==> config.mk <==
export PLATFORM = sky130hd
export DESIGN_NAME = clock_set_mode_and_numeral_display
export DESIGN_NICKNAME = d
export VERILOG_FILES = /design/src/hw/rtl/csmnd_pkg.sv /design/src/hw/rtl/csmnd_encode.sv /design/src/hw/rtl/clock_set_mode_and_numeral_display.sv
export VERILOG_INCLUDE_DIRS = /design/src /design/src/hw/rtl
export SDC_FILE = /design/constraint.sdc
export NUM_CORES = 1
export LEC_CHECK = 0
export BUFFER_PORTS_ARGS = -buffer_cell sky130_fd_sc_hd__clkbuf_2
export CAP_MARGIN = 20
export CELL_PAD_IN_SITES_DETAIL_PLACEMENT = 1
export CELL_PAD_IN_SITES_GLOBAL_PLACEMENT = 1
export CORE_MARGIN = 2
export CORE_UTILIZATION = 49
export DETAILED_ROUTE_END_ITERATION = 7
export HOLD_SLACK_MARGIN = 0.12
export PLACE_DENSITY = 0.88
export SLEW_MARGIN = 20
export SYNTH_ARGS = -nofsm -noshare
export SYNTH_HDL_FRONTEND = slang
export SYNTH_SLANG_ARGS = --single-unit
==> constraint.sdc <==
create_clock -name clk -period 8.5 [get_ports clk]
set_input_delay 1.275 -clock clk [delete_from_list [all_inputs] [get_ports clk]]
set_output_delay 1.275 -clock clk [all_outputs]
set_load 0.01 [all_outputs]
==> src/hw/rtl/clock_set_mode_and_numeral_display_assert.svh <==
// Assertion macros shared by the clock set-mode RTL.
`ifndef CLOCK_SET_MODE_AND_NUMERAL_DISPLAY_ASSERT_SVH
`define CLOCK_SET_MODE_AND_NUMERAL_DISPLAY_ASSERT_SVH

// The consequent must hold in the same cycle as the antecedent.
`define CSMND_ASSERT_SAME(label, clk, rst_n, ante, cons) \
  label: assert property (@(posedge clk) disable iff (!rst_n) (ante) |-> (cons)) \
    else $error("assertion failed in clock set-mode block");

// The consequent must hold in the cycle after the antecedent.
`define CSMND_ASSERT_NEXT(label, clk, rst_n, ante, cons) \
  label: assert property (@(posedge clk) disable iff (!rst_n) (ante) |=> (cons)) \
    else $error("assertion failed in clock set-mode block");

`endif

==> src/hw/rtl/csmnd_pkg.sv <==
`timescale 1ns / 1ps

package csmnd_pkg;

  typedef struct packed {
    logic       rtc_ok;
    logic       button_pressed;
    logic [1:0] hour_tens;
    logic [3:0] hour_units;
    logic [2:0] minute_tens;
    logic [3:0] minute_units;
  } csmnd_in_t;

  typedef struct packed {
    logic [7:0] seg_byte0;
    logic [7:0] seg_byte1;
    logic [7:0] seg_byte2;
    logic [7:0] seg_byte3;
    logic [7:0] seg_byte4;
    logic       write_back;
    logic [1:0] new_hour_tens;
    logic [3:0] new_hour_units;
    logic [2:0] new_minute_tens;
    logic [3:0] new_minute_units;
    logic [1:0] set_mode;
  } csmnd_out_t;

  typedef struct packed {
    logic blank_hour;
    logic blank_minute;
  } csmnd_blank_t;

  typedef logic [4:0][7:0] csmnd_seg_t;

  localparam logic [1:0] MODE_SHOW   = 2'd0;
  localparam logic [1:0] MODE_HOUR   = 2'd1;
  localparam logic [1:0] MODE_MINUTE = 2'd2;

  localparam logic [1:0] EVT_NONE  = 2'd0;
  localparam logic [1:0] EVT_SHORT = 2'd1;
  localparam logic [1:0] EVT_LONG  = 2'd2;

  localparam logic REG_SHORT_PRESS = 1'b0;
  localparam logic REG_LONG_PRESS  = 1'b1;

  localparam logic [7:0] SHORT_PRESS_RESET = 8'd3;
  localparam logic [7:0] LONG_PRESS_RESET  = 8'd25;

  localparam logic [4:0] CYCLE_LAST = 5'd20;
  localparam logic [4:0] CYCLE_HALF = 5'd10;
  localparam logic [4:0] CYCLE_ZERO = 5'd0;

  localparam csmnd_seg_t ERR_PATTERN_A = {8'hAA, 8'hAA, 8'hA5, 8'h55, 8'h55};
  localparam csmnd_seg_t ERR_PATTERN_B = {8'h55, 8'h55, 8'h5A, 8'hAA, 8'hAA};

  function automatic logic [7:0] units_low(input logic [3:0] u);
    logic [7:0] pat;
    case (u)
      4'd0:    pat = 8'h00;
      4'd1:    pat = 8'h01;
      4'd2:    pat = 8'h03;
      4'd3:    pat = 8'h07;
      4'd4:    pat = 8'h17;
      4'd5:    pat = 8'h37;
      4'd6:    pat = 8'h77;
      4'd7:    pat = 8'h77;
      4'd8:    pat = 8'h77;
      4'd9:    pat = 8'h77;
      default: pat = 8'h00;
    endcase
    return pat;
  endfunction

  function automatic logic [7:0] units_high(input logic [3:0] u);
    logic [7:0] pat;
    case (u)
      4'd7:    pat = 8'h01;
      4'd8:    pat = 8'h03;
      4'd9:    pat = 8'h07;
      default: pat = 8'h00;
    endcase
    return pat;
  endfunction

endpackage

==> src/hw/rtl/csmnd_encode.sv <==
`timescale 1ns / 1ps

module csmnd_encode import csmnd_pkg::*; (
  input  csmnd_in_t    tm,
  input  csmnd_blank_t blank,
  output csmnd_seg_t   seg
);

  logic [7:0] b0, b1, b2, b3, b4;

  always_comb begin
    b0 = units_low(tm.hour_units);
    b1 = units_high(tm.hour_units);
    b3 = units_low(tm.minute_units);
    b4 = units_high(tm.minute_units);
    case (tm.hour_tens)
      2'd2:    b2 = 8'h0C;
      2'd1:    b2 = 8'h08;
      default: b2 = 8'h00;
    endcase
    case (tm.minute_tens)
      3'd5: begin
        b2 = b2 | 8'hD0;
        b4 = b4 | 8'hC0;
      end
      3'd4: begin
        b2 = b2 | 8'hB0;
        b4 = b4 | 8'h80;
      end
      3'd3:    b2 = b2 | 8'hE0;
      3'd2:    b2 = b2 | 8'hC0;
      3'd1:    b2 = b2 | 8'h80;
      default: b2 = b2;
    endcase
    if (blank.blank_hour) begin
      b0 = 8'h00;
      b1 = 8'h00;
      b2 = b2 & 8'hF0;
    end else if (blank.blank_minute) begin
      b2 = b2 & 8'h0F;
      b3 = 8'h00;
      b4 = 8'h00;
    end
  end

  assign seg = {b4, b3, b2, b1, b0};

endmodule

==> src/hw/rtl/clock_set_mode_and_numeral_display.sv <==
// An accepted item is held in the input register and moves into the output register when the pipeline advances.
// Throughput: one item per cycle; the input and output registers form a two-stage
// pipeline that advances whenever the output is empty or being taken.
// Reset (synchronous, active low) clears the mode, the press, blink and error
// counters and the LED bytes, and loads the press thresholds with 3 and 25.
`timescale 1ns / 1ps

module clock_set_mode_and_numeral_display import csmnd_pkg::*; (
  input  logic       clk,
  input  logic       rst_n,
  input  logic       cfg_we,
  input  logic       cfg_addr,
  input  logic [7:0] cfg_wdata,
  input  logic       in_valid,
  output logic       in_stall,
  input  csmnd_in_t  in_data,
  output logic       out_valid,
  input  logic       out_stall,
  output csmnd_out_t out_data
);

`include "clock_set_mode_and_numeral_display_assert.svh"

  logic       s1_valid_r;
  csmnd_in_t  s1_data_r;
  logic       out_valid_r;
  csmnd_out_t out_data_r;

  logic [7:0] short_ticks_r;
  logic [7:0] long_ticks_r;
  logic [7:0] press_r, press_nxt;
  logic [1:0] mode_r, mode_nxt;
  logic [4:0] blink_r, blink_nxt;
  logic [4:0] err_r, err_nxt;
  csmnd_seg_t disp_r, disp_nxt;

  logic         adv_out;
  logic         adv_in;
  csmnd_blank_t blank;
  csmnd_seg_t   seg_enc;
  logic [1:0]   evt;
  logic [7:0]   press_inc;
  logic [5:0]   hour_sum;
  logic [5:0]   hour_d;
  logic [6:0]   min_sum;
  logic [6:0]   min_d;
  logic [1:0]   hour_t;
  logic [5:0]   hour_u;
  logic [2:0]   min_t;
  logic [6:0]   min_u;
  csmnd_out_t   res;

  assign adv_out  = s1_valid_r && (!out_valid_r || !out_stall);
  assign adv_in   = in_valid && !in_stall;
  assign in_stall = s1_valid_r && !adv_out;

  assign blank.blank_hour   = (blink_r > CYCLE_HALF) && (mode_r == MODE_HOUR);
  assign blank.blank_minute = (blink_r > CYCLE_HALF) && (mode_r == MODE_MINUTE);

  csmnd_encode u_encode (
    .tm    (s1_data_r),
    .blank (blank),
    .seg   (seg_enc)
  );

  assign press_inc = press_r + 8'd1;

  always_comb begin
    evt = EVT_NONE;
    press_nxt = press_r;
    if (s1_data_r.button_pressed) begin
      if (press_r < long_ticks_r) begin
        press_nxt = press_inc;
        if (press_inc >= long_ticks_r) begin
          evt = EVT_LONG;
        end
      end
    end else begin
      if (press_r >= short_ticks_r && press_r < long_ticks_r) begin
        evt = EVT_SHORT;
      end
      press_nxt = 8'd0;
    end
  end

  always_comb begin
    hour_sum = 6'd1 + {1'b0, s1_data_r.hour_tens, 3'b000}
             + {3'b000, s1_data_r.hour_tens, 1'b0} + {2'b00, s1_data_r.hour_units};
    hour_d = (hour_sum >= 6'd24) ? hour_sum - 6'd24 : hour_sum;
    if (hour_d >= 6'd20) begin
      hour_t = 2'd2;
    end else if (hour_d >= 6'd10) begin
      hour_t = 2'd1;
    end else begin
      hour_t = 2'd0;
    end
    hour_u = hour_d - ({3'b000, hour_t, 1'b0} + {1'b0, hour_t, 3'b000});

    min_sum = 7'd1 + {1'b0, s1_data_r.minute_tens, 3'b000}
            + {3'b000, s1_data_r.minute_tens, 1'b0} + {3'b000, s1_data_r.minute_units};
    min_d = (min_sum >= 7'd60) ? min_sum - 7'd60 : min_sum;
    if (min_d >= 7'd50) begin
      min_t = 3'd5;
    end else if (min_d >= 7'd40) begin
      min_t = 3'd4;
    end else if (min_d >= 7'd30) begin
      min_t = 3'd3;
    end else if (min_d >= 7'd20) begin
      min_t = 3'd2;
    end else if (min_d >= 7'd10) begin
      min_t = 3'd1;
    end else begin
      min_t = 3'd0;
    end
    min_u = min_d - ({3'b000, min_t, 1'b0} + {1'b0, min_t, 3'b000});
  end

  always_comb begin
    mode_nxt  = mode_r;
    blink_nxt = blink_r;
    err_nxt   = err_r;
    disp_nxt  = disp_r;
    res.write_back       = 1'b0;
    res.new_hour_tens    = s1_data_r.hour_tens;
    res.new_hour_units   = s1_data_r.hour_units;
    res.new_minute_tens  = s1_data_r.minute_tens;
    res.new_minute_units = s1_data_r.minute_units;
    if (s1_data_r.rtc_ok) begin
      disp_nxt  = seg_enc;
      blink_nxt = (blink_r == CYCLE_LAST) ? CYCLE_ZERO : blink_r + 5'd1;
      case (mode_r)
        MODE_HOUR: begin
          if (evt == EVT_LONG) begin
            mode_nxt = MODE_MINUTE;
          end else if (evt == EVT_SHORT) begin
            res.new_hour_tens  = hour_t;
            res.new_hour_units = hour_u[3:0];
            res.write_back     = 1'b1;
          end
        end
        MODE_MINUTE: begin
          if (evt == EVT_LONG) begin
            mode_nxt = MODE_SHOW;
          end else if (evt == EVT_SHORT) begin
            res.new_minute_tens  = min_t;
            res.new_minute_units = min_u[3:0];
            res.write_back       = 1'b1;
          end
        end
        default: begin
          if (evt == EVT_LONG) begin
            mode_nxt = MODE_HOUR;
          end
        end
      endcase
    end else begin
      if (err_r == CYCLE_ZERO) begin
        disp_nxt = ERR_PATTERN_A;
      end else if (err_r == CYCLE_HALF) begin
        disp_nxt = ERR_PATTERN_B;
      end
      err_nxt = (err_r == CYCLE_LAST) ? CYCLE_ZERO : err_r + 5'd1;
    end
    res.seg_byte0 = disp_nxt[0];
    res.seg_byte1 = disp_nxt[1];
    res.seg_byte2 = disp_nxt[2];
    res.seg_byte3 = disp_nxt[3];
    res.seg_byte4 = disp_nxt[4];
    res.set_mode  = mode_nxt;
  end

  always_ff @(posedge clk) begin
    if (!rst_n) begin
      s1_valid_r    <= 1'b0;
      out_valid_r   <= 1'b0;
      short_ticks_r <= SHORT_PRESS_RESET;
      long_ticks_r  <= LONG_PRESS_RESET;
      press_r       <= 8'd0;
      mode_r        <= MODE_SHOW;
      blink_r       <= CYCLE_ZERO;
      err_r         <= CYCLE_ZERO;
      disp_r        <= '0;
    end else begin
      if (cfg_we) begin
        case (cfg_addr)
          REG_SHORT_PRESS: short_ticks_r <= cfg_wdata;
          REG_LONG_PRESS:  long_ticks_r  <= cfg_wdata;
          default:         short_ticks_r <= short_ticks_r;
        endcase
      end
      if (adv_in) begin
        s1_valid_r <= 1'b1;
      end else if (adv_out) begin
        s1_valid_r <= 1'b0;
      end
      if (adv_out) begin
        out_valid_r <= 1'b1;
      end else if (!out_stall) begin
        out_valid_r <= 1'b0;
      end
      if (adv_out) begin
        if (s1_data_r.rtc_ok) begin
          press_r <= press_nxt;
        end
        mode_r  <= mode_nxt;
        blink_r <= blink_nxt;
        err_r   <= err_nxt;
        disp_r  <= disp_nxt;
      end
    end
  end

  always_ff @(posedge clk) begin
    if (adv_in) begin
      s1_data_r <= in_data;
    end
    if (adv_out) begin
      out_data_r <= res;
    end
  end

  assign out_valid = out_valid_r;
  assign out_data  = out_data_r;

  `CSMND_ASSERT_SAME(a_stall_only_when_full, clk, rst_n, in_stall, s1_valid_r)
  `CSMND_ASSERT_SAME(a_wb_in_set_mode, clk, rst_n, out_valid_r && out_data_r.write_back,
    out_data_r.set_mode == MODE_HOUR || out_data_r.set_mode == MODE_MINUTE)
  `CSMND_ASSERT_SAME(a_wb_hour_range, clk, rst_n,
    out_valid_r && out_data_r.write_back && out_data_r.set_mode == MODE_HOUR,
    out_data_r.new_hour_units <= 4'd9 &&
    (out_data_r.new_hour_tens < 2'd2 || out_data_r.new_hour_units < 4'd4))
  `CSMND_ASSERT_NEXT(a_counters_in_range, clk, rst_n, 1'b1,
    blink_r <= CYCLE_LAST && err_r <= CYCLE_LAST)

endmodule
Yosys cells after proc, flatten, opt, wreduce, memory -nomap -nowiden. Memory sizes are Yosys's and may differ from the RTL's. A register that Yosys moved wholly into a read port is not among the register bits. Cells that the tools add are included.

Multiply operators: 0. Reduce and logical (&&, ||, !) cells: 18. Div/mod/pow operators: 0. Shift-type cells: 0. Equality and inequality tests: 22. Mux-type cells: 54. Add/sub/neg operators: 15. Order comparisons: 13. Bitwise logic cells: 2.

Operators with widths (number): 2-to-1 mux 40 bit (3); 2-to-1 mux 8 bit (10); 2-to-1 mux 7 bit (6); one-hot mux 8 bit (5 select lines) (1); >= comparator 7 x 6 -> 1 bit, second input constant (3); 2-to-1 mux 2 bit (10); one-hot mux 3 bit (3 select lines) (2); == test 4 bit, second input constant (4); >= comparator 8 bit (2); one-hot mux 8 bit (2 select lines) (1); adder 7 x 4 -> 7 bit (2); >= comparator 7 x 5 -> 1 bit, second input constant (2); 2-to-1 mux 13 bit (1); >= comparator 6 x 5 -> 1 bit, second input constant (2); 2-to-1 mux 6 bit (2); adder 5 x 1 -> 5 bit, second input constant (2); == test 5 bit, second input constant (2); 2-to-1 mux 5 bit (2); 2-to-1 mux 1 bit (9); adder 8 x 1 -> 8 bit, second input constant (1); == test 4 x 3 -> 1 bit, second input constant (2); < comparator 8 bit (1); 2-to-1 mux 4 bit (2); one-hot mux 4 bit (2 select lines) (1); other kinds (30) (51).

Input port bits: 29. Memory bits (read-only): 192. Output and inout port bits: 58. Bits in registers: 149. Bits in latches: 0. Logic and storage cells: 156. Memories: 2. Bits in writable memories: 0.

Memories: (name not given) (depth 16, bits a word 6, read ports 1, clocked after Yosys merged registers in 1, write ports 0, RTL line csmnd_pkg.sv:58) `case (u)`; (name not given) (depth 16, bits a word 6, read ports 1, clocked after Yosys merged registers in 1, write ports 0, RTL line csmnd_pkg.sv:58).

Depth between registers and ports, before layout. Gate-level depths: netlist of the first run.

Depth in word-level cells: 17. Mapped depth: 16. Mapped depth without buffers: 15.

By module. Synthesis of the first run repeated with hierarchy kept, for this count alone.

Cells, all modules: 928. Area total of the unflattened synthesis: 8419.3 um^2.

By module, submodules not included: clock_set_mode_and_numeral_display (instances 1, area each 7963.9 um^2, cells an instance 853, sequential area each 3693.5 um^2); csmnd_encode (instances 1, area each 455.4 um^2, cells an instance 75, sequential area each 0.0 um^2).

Worst setup path after synthesis of the first run. OpenSTA, ideal clock, no wires.

Path kind: reg-to-reg. Start: register s1_data_r[4] (netlist bit). End: register out_data_r (netlist bit out_data[5]) (data pin). Slack: 4.191 ns. Library setup time: 0.269 ns. Clock period less this slack: 4.309 ns. Arrival time: 4.040 ns. Buffers on the path: 1. Cell stages (with the launch flop): 16. Required time: 8.231 ns. Path through: edfxtp_1 -> fa_1 -> ha_1 -> or2_1 -> and3_1 -> buf_6 -> or4b_4 -> o2bb2ai_2 -> a211oi_4 -> nand3b_1 -> o21ai_1 -> ha_1 -> a21o_1 -> a211o_1 -> a31oi_1 -> o31ai_2.

RTL lines: from (decl) (RTL line clock_set_mode_and_numeral_display.sv:25) `csmnd_in_t s1_data_r;`; from (signal assigned) (RTL line clock_set_mode_and_numeral_display.sv:215) `s1_data_r <= in_data;`; to (signal assigned) (RTL line clock_set_mode_and_numeral_display.sv:218) `out_data_r <= res;`; to (decl) (RTL line clock_set_mode_and_numeral_display.sv:27) `csmnd_out_t out_data_r;`.

==> Implementation_results.wiki, run 1 <==
{| class="wikitable"
! Metric !! Value
|-
| Final setup violating endpoints || 0
|-
| Sum of overflow across all layers after global routing || 0
|-
| Number of slew-limit violations in the final report || 0
|-
| Yosys warns || 0
|-
| Syn nets || 957
|-
| EDFF count, synth || 71
|-
| Number of buffers and inverters on the critical path || 0
|-
| I/O Pins || 87
|-
| Iteration-0 DRC count of the detailed router || 356
|-
| Register clock-pin slew on the reported worst setup and hold paths || 60 ps
|-
| Hold buffer count at cts || 0
|-
| Category of the worst setup path capture point || flop
|-
| Count of H-tree levels built during CTS || 4
|-
| Relative slew margins || 0.2712
|-
| Initial antenna violation count || 0
|-
| # DRC || 0
|-
| Mapped Cells || 874
|-
| Maximum clock path buffer count || 2
|-
| Pre-Repair DR Iteration Count || 4
|-
| Final worst path period share || 0.5874
|-
| Peak clock frequency supported by timing || 200.3 MHz
|-
| Number of post-CTS setup repair buffers || 0
|-
| CP top delay family || adder cells
|-
| DPL Wire Length || 14.67 mm
|-
| Total inserted antenna cells || 0
|-
| Area delta synth->final || 14.78%
|-
| Hold Crit Class || reg2reg
|-
| Clock Latency Late Sink || 430 ps
|-
| Antenna Violating Nets Remaining || 0
|-
| Tot GR Track Use || 0.2581
|-
| Number of input and output port buffers inserted || 86
|-
| CTS Sinks || 161
|-
| Post-DR wirelength/cell || 18.97 um
|-
| Total core area || 16470 um^2
|-
| Post-route cell area || 9389 um^2
|-
| Syn Std Cell Area || 8180 um^2
|-
| Die X || 133.2 um
|-
| Worst-case clock skew || 10.66 ps
|-
| Post-route worst setup slack || 3507 ps
|-
| Number of violations of the max-capacitance limit || 0
|-
| Cell Rows || 47
|-
| Most prevalent standard cell on the critical path || sky130_fd_sc_hd__ha_1
|-
| Post-cts gate resize count || 0
|-
| Result of the run || finished clean
|-
| Layout cells sized above 1 || 0.1495
|-
| Routed wire length || 22.45 mm
|-
| Commonest cells after routing, fill and taps aside || sky130_fd_sc_hd__nand2_1 (156), sky130_fd_sc_hd__dfxtp_1 (90), sky130_fd_sc_hd__clkbuf_2 (86)
|-
| Final period demand of the worst path || 4993 ps
|-
| Layout net count || 1034
|-
| Global placement routability congestion || 0.8535
|-
| Proportion of register bits with asynchronous set or reset after synthesis || 0
|-
| Critical path cell sequence || ha_1, ha_1, fa_1, xor2_1, ha_1, or4b_4, o2bb2ai_2, a211oi_4, nand3b_1, o21ai_1, ha_1, a21o_1, a211o_1, a31oi_1, o31ai_2
|-
| Number of register bits inferred by synthesis || 161
|-
| Stage delay of the slowest cell on the critical path || 510 ps
|-
| PD cells || 210.4 nW/um^2
|-
| Mean area per synthesized cell || 9.360 um^2
|-
| Setup Total Neg Slack || 0 ps
|-
| DR vias/cell || 5.844
|-
| Data arrival time of the worst path || 5150 ps
|-
| Die boundary height || 133.2 um
|-
| Largest net degree at the start of global routing || 85
|-
| Clock buffer count from CTS || 17
|-
| Global-route wire length before repair || 36.42 mm
|-
| Post-synth top flop || sky130_fd_sc_hd__dfxtp_1
|-
| Worst hold margin || 457.3 ps
|-
| Initial core utilization || 0.4968
|-
| Via count of the first global-routing pass || 7234
|-
| Die Footprint || 17740 um^2
|-
| Cell area reported after detailed placement || 8807 um^2
|-
| Kind of launch point of the worst setup path || flop
|-
| Actual slew at the worst max-slew pin || 1092 ps
|-
| Max IR drop VDD || 0.0001745 V
|-
| Number of vias after detailed routing || 6914
|-
| Sequential fraction of the synthesis area || 0.4809
|-
| TritonCTS clock tree || yes
|-
| Unrepaired setup endpoints after global routing || no
|-
| Required time at the worst-slack endpoint || 8660 ps
|-
| Final hold vios || 0
|-
| Clock Tree Root || sky130_fd_sc_hd__clkbuf_16
|-
| Library cell contributing the largest single delay on the critical path || sky130_fd_sc_hd__edfxtp_1
|-
| Most common cell after layout, fill and taps aside || sky130_fd_sc_hd__nand2_1
|-
| Highest fanout seen on the critical path || 12
|-
| Crit Path Class || reg2reg
|-
| Number of unique standard cell types used by synthesis || 69
|-
| Placement Setup Slack || 3568 ps
|-
| Leakage power total || 3.852 nW
|}
[Yosys cell counts, types with 3 or more instances]
master                     count  share of area
sky130_fd_sc_hd__nand4_1       6         0.0046
sky130_fd_sc_hd__o21ai_0      47          0.029
sky130_fd_sc_hd__fa_1          3         0.0073
sky130_fd_sc_hd__dfxtp_1      90           0.22
sky130_fd_sc_hd__edfxtp_1     71           0.26
sky130_fd_sc_hd__o21a_1       15          0.014
sky130_fd_sc_hd__nand2_1     156          0.072
sky130_fd_sc_hd__ha_1         51          0.078
sky130_fd_sc_hd__a21o_1       15          0.014
sky130_fd_sc_hd__clkbuf_1     32          0.015
sky130_fd_sc_hd__xor2_1       11          0.012
sky130_fd_sc_hd__a21oi_1      78          0.048
sky130_fd_sc_hd__inv_1        41          0.019
sky130_fd_sc_hd__and3_1        7         0.0054
sky130_fd_sc_hd__nand2b_1      7         0.0054
sky130_fd_sc_hd__nand3_1      15         0.0092
sky130_fd_sc_hd__xnor2_1      14          0.015
sky130_fd_sc_hd__and2_1        3         0.0023
sky130_fd_sc_hd__mux2_2        9          0.012
sky130_fd_sc_hd__nor2_1       76          0.035
sky130_fd_sc_hd__nor3_1       12         0.0073
sky130_fd_sc_hd__a21boi_0      9         0.0083
sky130_fd_sc_hd__o221ai_1      3         0.0032
sky130_fd_sc_hd__mux2i_1      18          0.022
sky130_fd_sc_hd__a211oi_1      3         0.0028
sky130_fd_sc_hd__nor2b_1      11         0.0084
sky130_fd_sc_hd__a211o_1       3         0.0032
sky130_fd_sc_hd__or2_2         3         0.0023
sky130_fd_sc_hd__o211ai_1      6         0.0055
sky130_fd_sc_hd__a31oi_1       5         0.0038
[where the power goes]
group / leakage (nW) / switching, mW / internal (mW)
sequential: 1.41 / 0.0222 / 0.851
clock: 0.273 / 0.317 / 0.442
combinational: 2.17 / 0.216 / 0.128
[path summary, 6_finish.rpt]
check | startpoint | to | slack, ps | depth (start not counted)
min | long_ticks_r[7] | long_ticks_r[7] | 460 | 2
min reg2reg | long_ticks_r[7] | long_ticks_r[7] | 460 | 2
max | s1_data_r[4] | out_data[5] | 3510 | 15
max reg2reg | s1_data_r[4] | out_data[5] | 3510 | 15
[tightest hold or removal path, cell delays in order, from the launching register on]
cell                      delay, ps
sky130_fd_sc_hd__dfxtp_1        310
sky130_fd_sc_hd__nand2_1         50
sky130_fd_sc_hd__a21oi_1         50
[stage by stage]
step | power (mW) | utilization | std cells
floorplan | 1.127 | - | 874
global placement | 1.204 | 0.5344 | 1151
detailed placement | 1.222 | 0.5349 | 1152
CTS | 1.986 | 0.5698 | 1183
global route | 2.056 | 0.5702 | 1183
finish | 1.975 | 0.5702 | 1183
[routing by layer]
| layer | track usage | share of wire | vias to the layer above |
|---|---|---|---|
| li1 | - | - | 3238 |
| met1 | 0.3050 | 0.42 | 3444 |
| met2 | 0.4683 | 0.52 | 177 |
| met3 | 0.04795 | 0.037 | 55 |
| met4 | 0.09456 | 0.026 | 0 |
| met5 | 0 | 0 | - |
[layout make-up]
cell class | count | area [um^2]
clock inverters | 11 | 128.9
flip-flops and latches | 161 | 3934
clock buffers | 20 | 446.7
inverters | 44 | 166.4
well taps | 220 | 275.3
repair buffers | 93 | 483.0
multi-input cells | 634 | 3955
fillers | 1930 | 7077
[kinds of logic after synthesis]
kind of cell / count (synthesis) / share of synthesized area
mux: 28 / 0.03579
simple gates: 311 / 0.1663
flops: 161 / 0.4809
buf+inv: 79 / 0.03717
compound gates: 216 / 0.1678
xor+xnor: 25 / 0.02677
fa+ha+maj: 54 / 0.08535
[flip-flops by register name, summed over array words and instances (netlist names), 2 cells and up, named ones only]
name           count
out_data          56
disp_r            40
s1_data_r         15
long_ticks_r       8
press_r            8
short_ticks_r      8
blink_r            5
err_r              5
mode_r             2
Power figures use the tool's default switching activity.
==> run 2, diff against run 1 <==
- CORE_UTILIZATION: 49 -> 46
- PLACE_DENSITY: 0.88 -> 0.84
- clock period: 8.5 -> 5.1 ns (I/O delays scaled with it)
==> run 2 against run 1 <==
First-iteration DRC count up 2.5%. Via count is 2.9% lower. Clock skew grew 4.9 ps. Final cell count is 0.76% higher. Sequential share of layout area decreased by 0.18 points. Die area is 6.3% higher. Register-to-register slack worse by 3300 ps. Utilization shrank 2.7 points. Clock-buffer cell count up 1.
==> Implementation_results.wiki, run 2 (same netlist as run 1, synthesis figures left out) <==
{| class="wikitable"
! Metric !! Value
|-
| Result of the run || finished clean
|-
| Worst R2R Setup Slack || 250 ps
|-
| Setup Total Neg Slack || 0 ps
|-
| Post-route worst setup slack || 253.2 ps
|-
| Number of violations of the max-capacitance limit || 0
|-
| Initial antenna violation count || 0
|-
| Post-cts gate resize count || 0
|-
| Area delta synth->final || 15.26%
|-
| Layout net count || 1037
|-
| Number of input and output port buffers inserted || 86
|-
| Antenna Violating Nets Remaining || 0
|-
| Final worst path period share || 0.9504
|-
| Pre-Repair DR Iteration Count || 4
|-
| Most prevalent standard cell on the critical path || sky130_fd_sc_hd__ha_1
|-
| Worst-case clock skew || 15.55 ps
|-
| Number of post-CTS setup repair buffers || 0
|-
| Capture point of the worst reg-to-reg path || out_data[5]
|-
| Depth of the worst hold-timing path || 2
|-
| Leakage power total || 3.877 nW
|-
| Placement Setup Slack || 276.7 ps
|-
| Source of the worst register-to-register timing path || s1_data_r[4]
|-
| Kind of launch point of the worst setup path || flop
|-
| Number of flip-flops under the largest register name || 56
|-
| Data arrival time of the worst path || 5010 ps
|-
| Crit Path Class || reg2reg
|-
| Critical path cell sequence || ha_1, ha_1, fa_1, xor2_1, ha_1, or4b_4, o2bb2ai_2, a211oi_4, nand3b_1, o21ai_1, ha_1, a21o_1, a211o_1, a31oi_1, o31ai_2
|-
| Multi-input gate area in the final layout || 3949 um^2
|-
| Hold worst-path end || disp_r[9]
|-
| Routed wire length || 21.29 mm
|-
| PD cells || 352.3 nW/um^2
|-
| Final hold vios || 0
|-
| Post-route total power || 3.321 mW
|-
| Actual slew at the worst max-slew pin || 1083 ps
|-
| Max IR drop VDD || 0.0002416 V
|-
| Hold buffer count at cts || 0
|-
| CP top delay family || adder cells
|-
| Post-DR wirelength/cell || 17.86 um
|-
| Clock Tree Root || sky130_fd_sc_hd__clkbuf_16
|-
| I/O Pins || 87
|-
| Number of slew-limit violations in the final report || 0
|-
| Worst hold margin || 452.6 ps
|-
| Unrepaired setup endpoints after global routing || no
|-
| Hold Path Origin || disp_r[9]
|-
| Count of H-tree levels built during CTS || 4
|-
| Layout cells sized above 1 || 0.1510
|-
| Initial core utilization || 0.4713
|-
| CTS Sinks || 161
|-
| DPL Wire Length || 14.52 mm
|-
| Tot GR Track Use || 0.2350
|-
| Relative slew margins || 0.2769
|-
| Category of the worst setup path capture point || flop
|-
| Sum of overflow across all layers after global routing || 0
|-
| DRT met1 WL || 9.476 mm
|-
| Iteration-0 DRC count of the detailed router || 365
|-
| Die Footprint || 18870 um^2
|-
| Count of cells along the worst register-to-register path || 15
|-
| Peak clock frequency supported by timing || 206.3 MHz
|-
| Die boundary height || 137.4 um
|-
| Global-route wire length before repair || 34.43 mm
|-
| Maximum clock path buffer count || 2
|-
| Hold Crit Class || reg2reg
|-
| Largest net degree at the start of global routing || 61
|-
| Number of vias after detailed routing || 6711
|-
| Commonest cells after routing, fill and taps aside || sky130_fd_sc_hd__nand2_1 (156), sky130_fd_sc_hd__dfxtp_1 (90), sky130_fd_sc_hd__clkbuf_2 (86)
|-
| Final setup violating endpoints || 0
|-
| Register clock-pin slew on the reported worst setup and hold paths || 70 ps
|-
| Total core area || 17360 um^2
|-
| TritonCTS clock tree || yes
|-
| Clock buffer count from CTS || 17
|-
| Library cell contributing the largest single delay on the critical path || sky130_fd_sc_hd__edfxtp_1
|-
| # DRC || 0
|-
| DR vias/cell || 5.630
|-
| Global placement routability congestion || 0.8727
|-
| Die X || 137.4 um
|-
| Met2 layer wire length in the routed design || 10.78 mm
|-
| Filler cells || 2020
|-
| Highest fanout seen on the critical path || 8
|-
| Total inserted antenna cells || 0
|-
| Cell Rows || 48
|-
| Number of buffers and inverters on the critical path || 0
|-
| Stage delay of the slowest cell on the critical path || 520 ps
|-
| Top routing layer in use || met4
|-
| Required time at the worst-slack endpoint || 5270 ps
|-
| Most common cell after layout, fill and taps aside || sky130_fd_sc_hd__nand2_1
|-
| Via count of the first global-routing pass || 6909
|-
| Final period demand of the worst path || 4847 ps
|-
| Clock Latency Late Sink || 430 ps
|-
| Total length of routed met3 wires || 700 um
|-
| Storage cell area || 3934 um^2
|}
[run 2: changes by cell type in the layout (fill, tap and decap cells not counted)]
cell,before,now
sky130_fd_sc_hd__buf_4,7,10
sky130_fd_sc_hd__clkbuf_1,2,4
sky130_fd_sc_hd__a31oi_1,4,5
sky130_fd_sc_hd__a31oi_2,1,0
sky130_fd_sc_hd__bufinv_16,2,3
sky130_fd_sc_hd__clkbuf_8,1,0
sky130_fd_sc_hd__clkinv_1,2,1
sky130_fd_sc_hd__clkinv_2,2,3
sky130_fd_sc_hd__clkinvlp_4,3,2
[run 2: worst max-delay path by stage]
stage,from,end,cells past startpoint
after floorplan,s1_data_r[4],out_data[5],15
after global placement,s1_data_r[4],out_data[5],15
after detailed placement,s1_data_r[4],out_data[5],15
after CTS,s1_data_r[4],out_data[5],15
after global routing,s1_data_r[4],out_data[5],15
final,s1_data_r[4],out_data[5],15
[run 2: worst register-to-register path: stages, from the launching register on]
cell and delay [ps]:
sky130_fd_sc_hd__edfxtp_1 520, sky130_fd_sc_hd__ha_1 360, sky130_fd_sc_hd__ha_1 240, sky130_fd_sc_hd__fa_1 440, sky130_fd_sc_hd__xor2_1 340, sky130_fd_sc_hd__ha_1 330
sky130_fd_sc_hd__or4b_4 490, sky130_fd_sc_hd__o2bb2ai_2 150, sky130_fd_sc_hd__a211oi_4 400, sky130_fd_sc_hd__nand3b_1 120, sky130_fd_sc_hd__o21ai_1 120, sky130_fd_sc_hd__ha_1 310
sky130_fd_sc_hd__a21o_1 200, sky130_fd_sc_hd__a211o_1 280, sky130_fd_sc_hd__a31oi_1 210, sky130_fd_sc_hd__o31ai_2 90
[run 2: power by group]
part	switching, mW	total (mW)	leakage, nW	internal (mW)
logic	0.348	0.564	2.18	0.216
clock network	0.529	1.31	0.284	0.776
registers	0.0344	1.45	1.41	1.42
[run 2: area by class of cell]
type	instances	share of cell area
timing repair buffer	96	0.05361
sequential	161	0.4172
multi-input combinational	634	0.4188
inverter	44	0.01765
tap	225	0.02986
clock inverter	11	0.01619
clock buffer	21	0.04671
[run 2: per-layer routing]
metal	global-route usage	vias to the layer above
met5	0	-
met1	0.2880	3321
met3	0.05004	25
met4	0.07388	0
met2	0.4121	120
li1	-	3245
[run 2: stage by stage]
stage,area (um^2),instances,utilization
2_1_floorplan,8180,874,-
3_3_place_gp,8836,1160,0.5091
3_5_place_dp,8836,1160,0.5091
4_1_cts,9429,1192,0.5433
5_1_grt,9429,1192,0.5433
6_report,9429,1192,0.5433
==> run 3, diff against run 2 <==
- CTS_BUF_LIST: unset -> sky130_fd_sc_hd__clkbuf_4 sky130_fd_sc_hd__clkbuf_8 sky130_fd_sc_hd__clkbuf_16
==> run 3 against run 2 <==
First-iteration DRC count decreased by 11%. Sequential cell count did not move. Die area did not move. Non-clock buffer count unchanged. Utilization up 0.087 points. Setup slack got worse by 2.4 ps. Combinational power is essentially flat. Via count about the same. Clock skew decreased by 3.0 ps.
==> Implementation_results.wiki, run 3 (same netlist as run 1, synthesis figures left out) <==
{| class="wikitable"
! Metric !! Value
|-
| Post-route cell area || 9444 um^2
|-
| Post-cts gate resize count || 0
|-
| Worst-case clock skew || 12.51 ps
|-
| DPL Wire Length || 14.52 mm
|-
| Clock Latency Late Sink || 440 ps
|-
| Commonest cells after routing, fill and taps aside || sky130_fd_sc_hd__nand2_1 (156), sky130_fd_sc_hd__dfxtp_1 (90), sky130_fd_sc_hd__clkbuf_2 (86)
|-
| Cell area reported after detailed placement || 8836 um^2
|-
| Maximum clock path buffer count || 2
|-
| Critical path cell sequence || ha_1, ha_1, fa_1, xor2_1, ha_1, or4b_4, o2bb2ai_2, a211oi_4, nand3b_1, o21ai_1, ha_1, a21o_1, a211o_1, a31oi_1, o31ai_2
|-
| Setup Total Neg Slack || 0 ps
|-
| Max IR drop VDD || 0.0002472 V
|-
| Count of H-tree levels built during CTS || 4
|-
| Most prevalent standard cell on the critical path || sky130_fd_sc_hd__ha_1
|-
| Peak clock frequency supported by timing || 206.2 MHz
|-
| Antenna Violating Nets Remaining || 0
|-
| Unrepaired setup endpoints after global routing || no
|-
| Iteration-0 DRC count of the detailed router || 324
|-
| Post-route total power || 3.350 mW
|-
| Category of the worst setup path capture point || flop
|-
| Hold buffer count at cts || 0
|-
| Pre-Repair DR Iteration Count || 5
|-
| Initial antenna violation count || 0
|-
| Library cell contributing the largest single delay on the critical path || sky130_fd_sc_hd__edfxtp_1
|-
| Final worst path period share || 0.9508
|-
| Kind of launch point of the worst setup path || flop
|-
| Number of flip-flops under the largest register name || 56
|-
| Post-DR wirelength/cell || 17.93 um
|-
| Sum of overflow across all layers after global routing || 0
|-
| Tot GR Track Use || 0.2363
|-
| Area delta synth->final || 15.45%
|-
| Final period demand of the worst path || 4849 ps
|-
| Routed wire length || 21.37 mm
|-
| Post-route worst setup slack || 250.7 ps
|-
| Initial core utilization || 0.4713
|-
| Die boundary height || 137.4 um
|-
| Global placement routability congestion || 0.8727
|-
| Number of slew-limit violations in the final report || 0
|-
| Die Footprint || 18870 um^2
|-
| Clock Tree Root || sky130_fd_sc_hd__clkbuf_16
|-
| Layout cells sized above 1 || 0.1551
|-
| # DRC || 0
|-
| Capture point of the worst reg-to-reg path || out_data[5]
|-
| Number of violations of the max-capacitance limit || 0
|-
| Crit Path Class || reg2reg
|-
| Global-route wire length before repair || 34.56 mm
|-
| Number of input and output port buffers inserted || 86
|-
| Timing startpoint of the critical path || s1_data_r[4]
|-
| Total inserted antenna cells || 0
|-
| Required time at the worst-slack endpoint || 5270 ps
|-
| CTS Sinks || 161
|-
| Result of the run || finished clean
|-
| Final setup violating endpoints || 0
|-
| Register clock-pin slew on the reported worst setup and hold paths || 70 ps
|-
| Total core area || 17360 um^2
|-
| Die X || 137.4 um
|-
| Crit path to || out_data[5]
|-
| PD cells || 354.7 nW/um^2
|-
| Cell Rows || 48
|-
| Source of the worst register-to-register timing path || s1_data_r[4]
|-
| Hold Crit Class || reg2reg
|-
| Highest fanout seen on the critical path || 8
|-
| Data arrival time of the worst path || 5020 ps
|-
| Worst R2R Setup Slack || 250 ps
|-
| TritonCTS clock tree || yes
|-
| Count of cells along the worst register-to-register path || 15
|-
| Actual slew at the worst max-slew pin || 1076 ps
|-
| Via count of the first global-routing pass || 6911
|-
| Clock buffer count from CTS || 17
|-
| Worst hold margin || 453.3 ps
|-
| DR vias/cell || 5.633
|-
| Relative slew margins || 0.2817
|-
| Placement Setup Slack || 276.7 ps
|-
| Layout net count || 1037
|-
| Number of vias after detailed routing || 6715
|-
| Leakage power total || 3.891 nW
|-
| Stage delay of the slowest cell on the critical path || 520 ps
|-
| Largest net degree at the start of global routing || 61
|-
| I/O Pins || 87
|-
| Final hold vios || 0
|-
| Most common cell after layout, fill and taps aside || sky130_fd_sc_hd__nand2_1
|-
| Number of post-CTS setup repair buffers || 0
|}
run 3: cell types whose count changed in the layout (fill, tap and decap cells not counted):
cell | previous run | this run
sky130_fd_sc_hd__clkbuf_1 | 4 | 0
sky130_fd_sc_hd__clkbuf_4 | 0 | 4
run 3: layer usage:
metal | routed length, um | up-vias | global-route usage | share of wire
li1 | - | 3236 | - | -
met1 | 9332 | 3308 | 0.2885 | 0.44
met2 | 10820 | 140 | 0.4129 | 0.51
met3 | 858 | 31 | 0.05040 | 0.040
met4 | 366 | 0 | 0.08018 | 0.017
met5 | 0 | - | 0 | 0
run 3: worst min path at each step:
stage / start / endpoint / slack [ps] / cells past startpoint
2_1_floorplan: disp_r[19] / disp_r[19] / 430 / 2
3_3_place_gp: disp_r[19] / disp_r[19] / 440 / 2
3_5_place_dp: disp_r[9] / disp_r[9] / 450 / 2
4_1_cts: disp_r[9] / disp_r[9] / 450 / 2
5_1_grt: disp_r[9] / disp_r[9] / 470 / 2
6_report: disp_r[9] / disp_r[9] / 450 / 2
run 3: area by class of cell:
| type | count | area [um^2] |
|---|---|---|
| multi-input combinational | 634 | 3949 |
| tap | 225 | 281.5 |
| timing repair buffer | 96 | 505.5 |
| clock buffer | 21 | 455.4 |
| clock inverter | 11 | 152.6 |
| sequential | 161 | 3934 |
| fill | 2013 | 7913 |
| inverter | 44 | 166.4 |
run 3: per-stage QoR:
stage                     utilization  cells
final                          0.5441   1192
after floorplan                     -    874
after global routing           0.5441   1192
after CTS                      0.5441   1192
after global placement         0.5091   1160
after detailed placement       0.5091   1160
run 3: power breakdown:
group	internal (mW)	switching (mW)
clock	0.797	0.537
sequential	1.42	0.0345
combinational	0.216	0.347
run 3: critical path: cells and delay by family (launching register included):
family / cells / cell delay [ps]
xor+xnor: 1 / 340
fa+ha+maj: 5 / 1680
simple gates: 2 / 610
compound gates: 7 / 1450
flops: 1 / 520
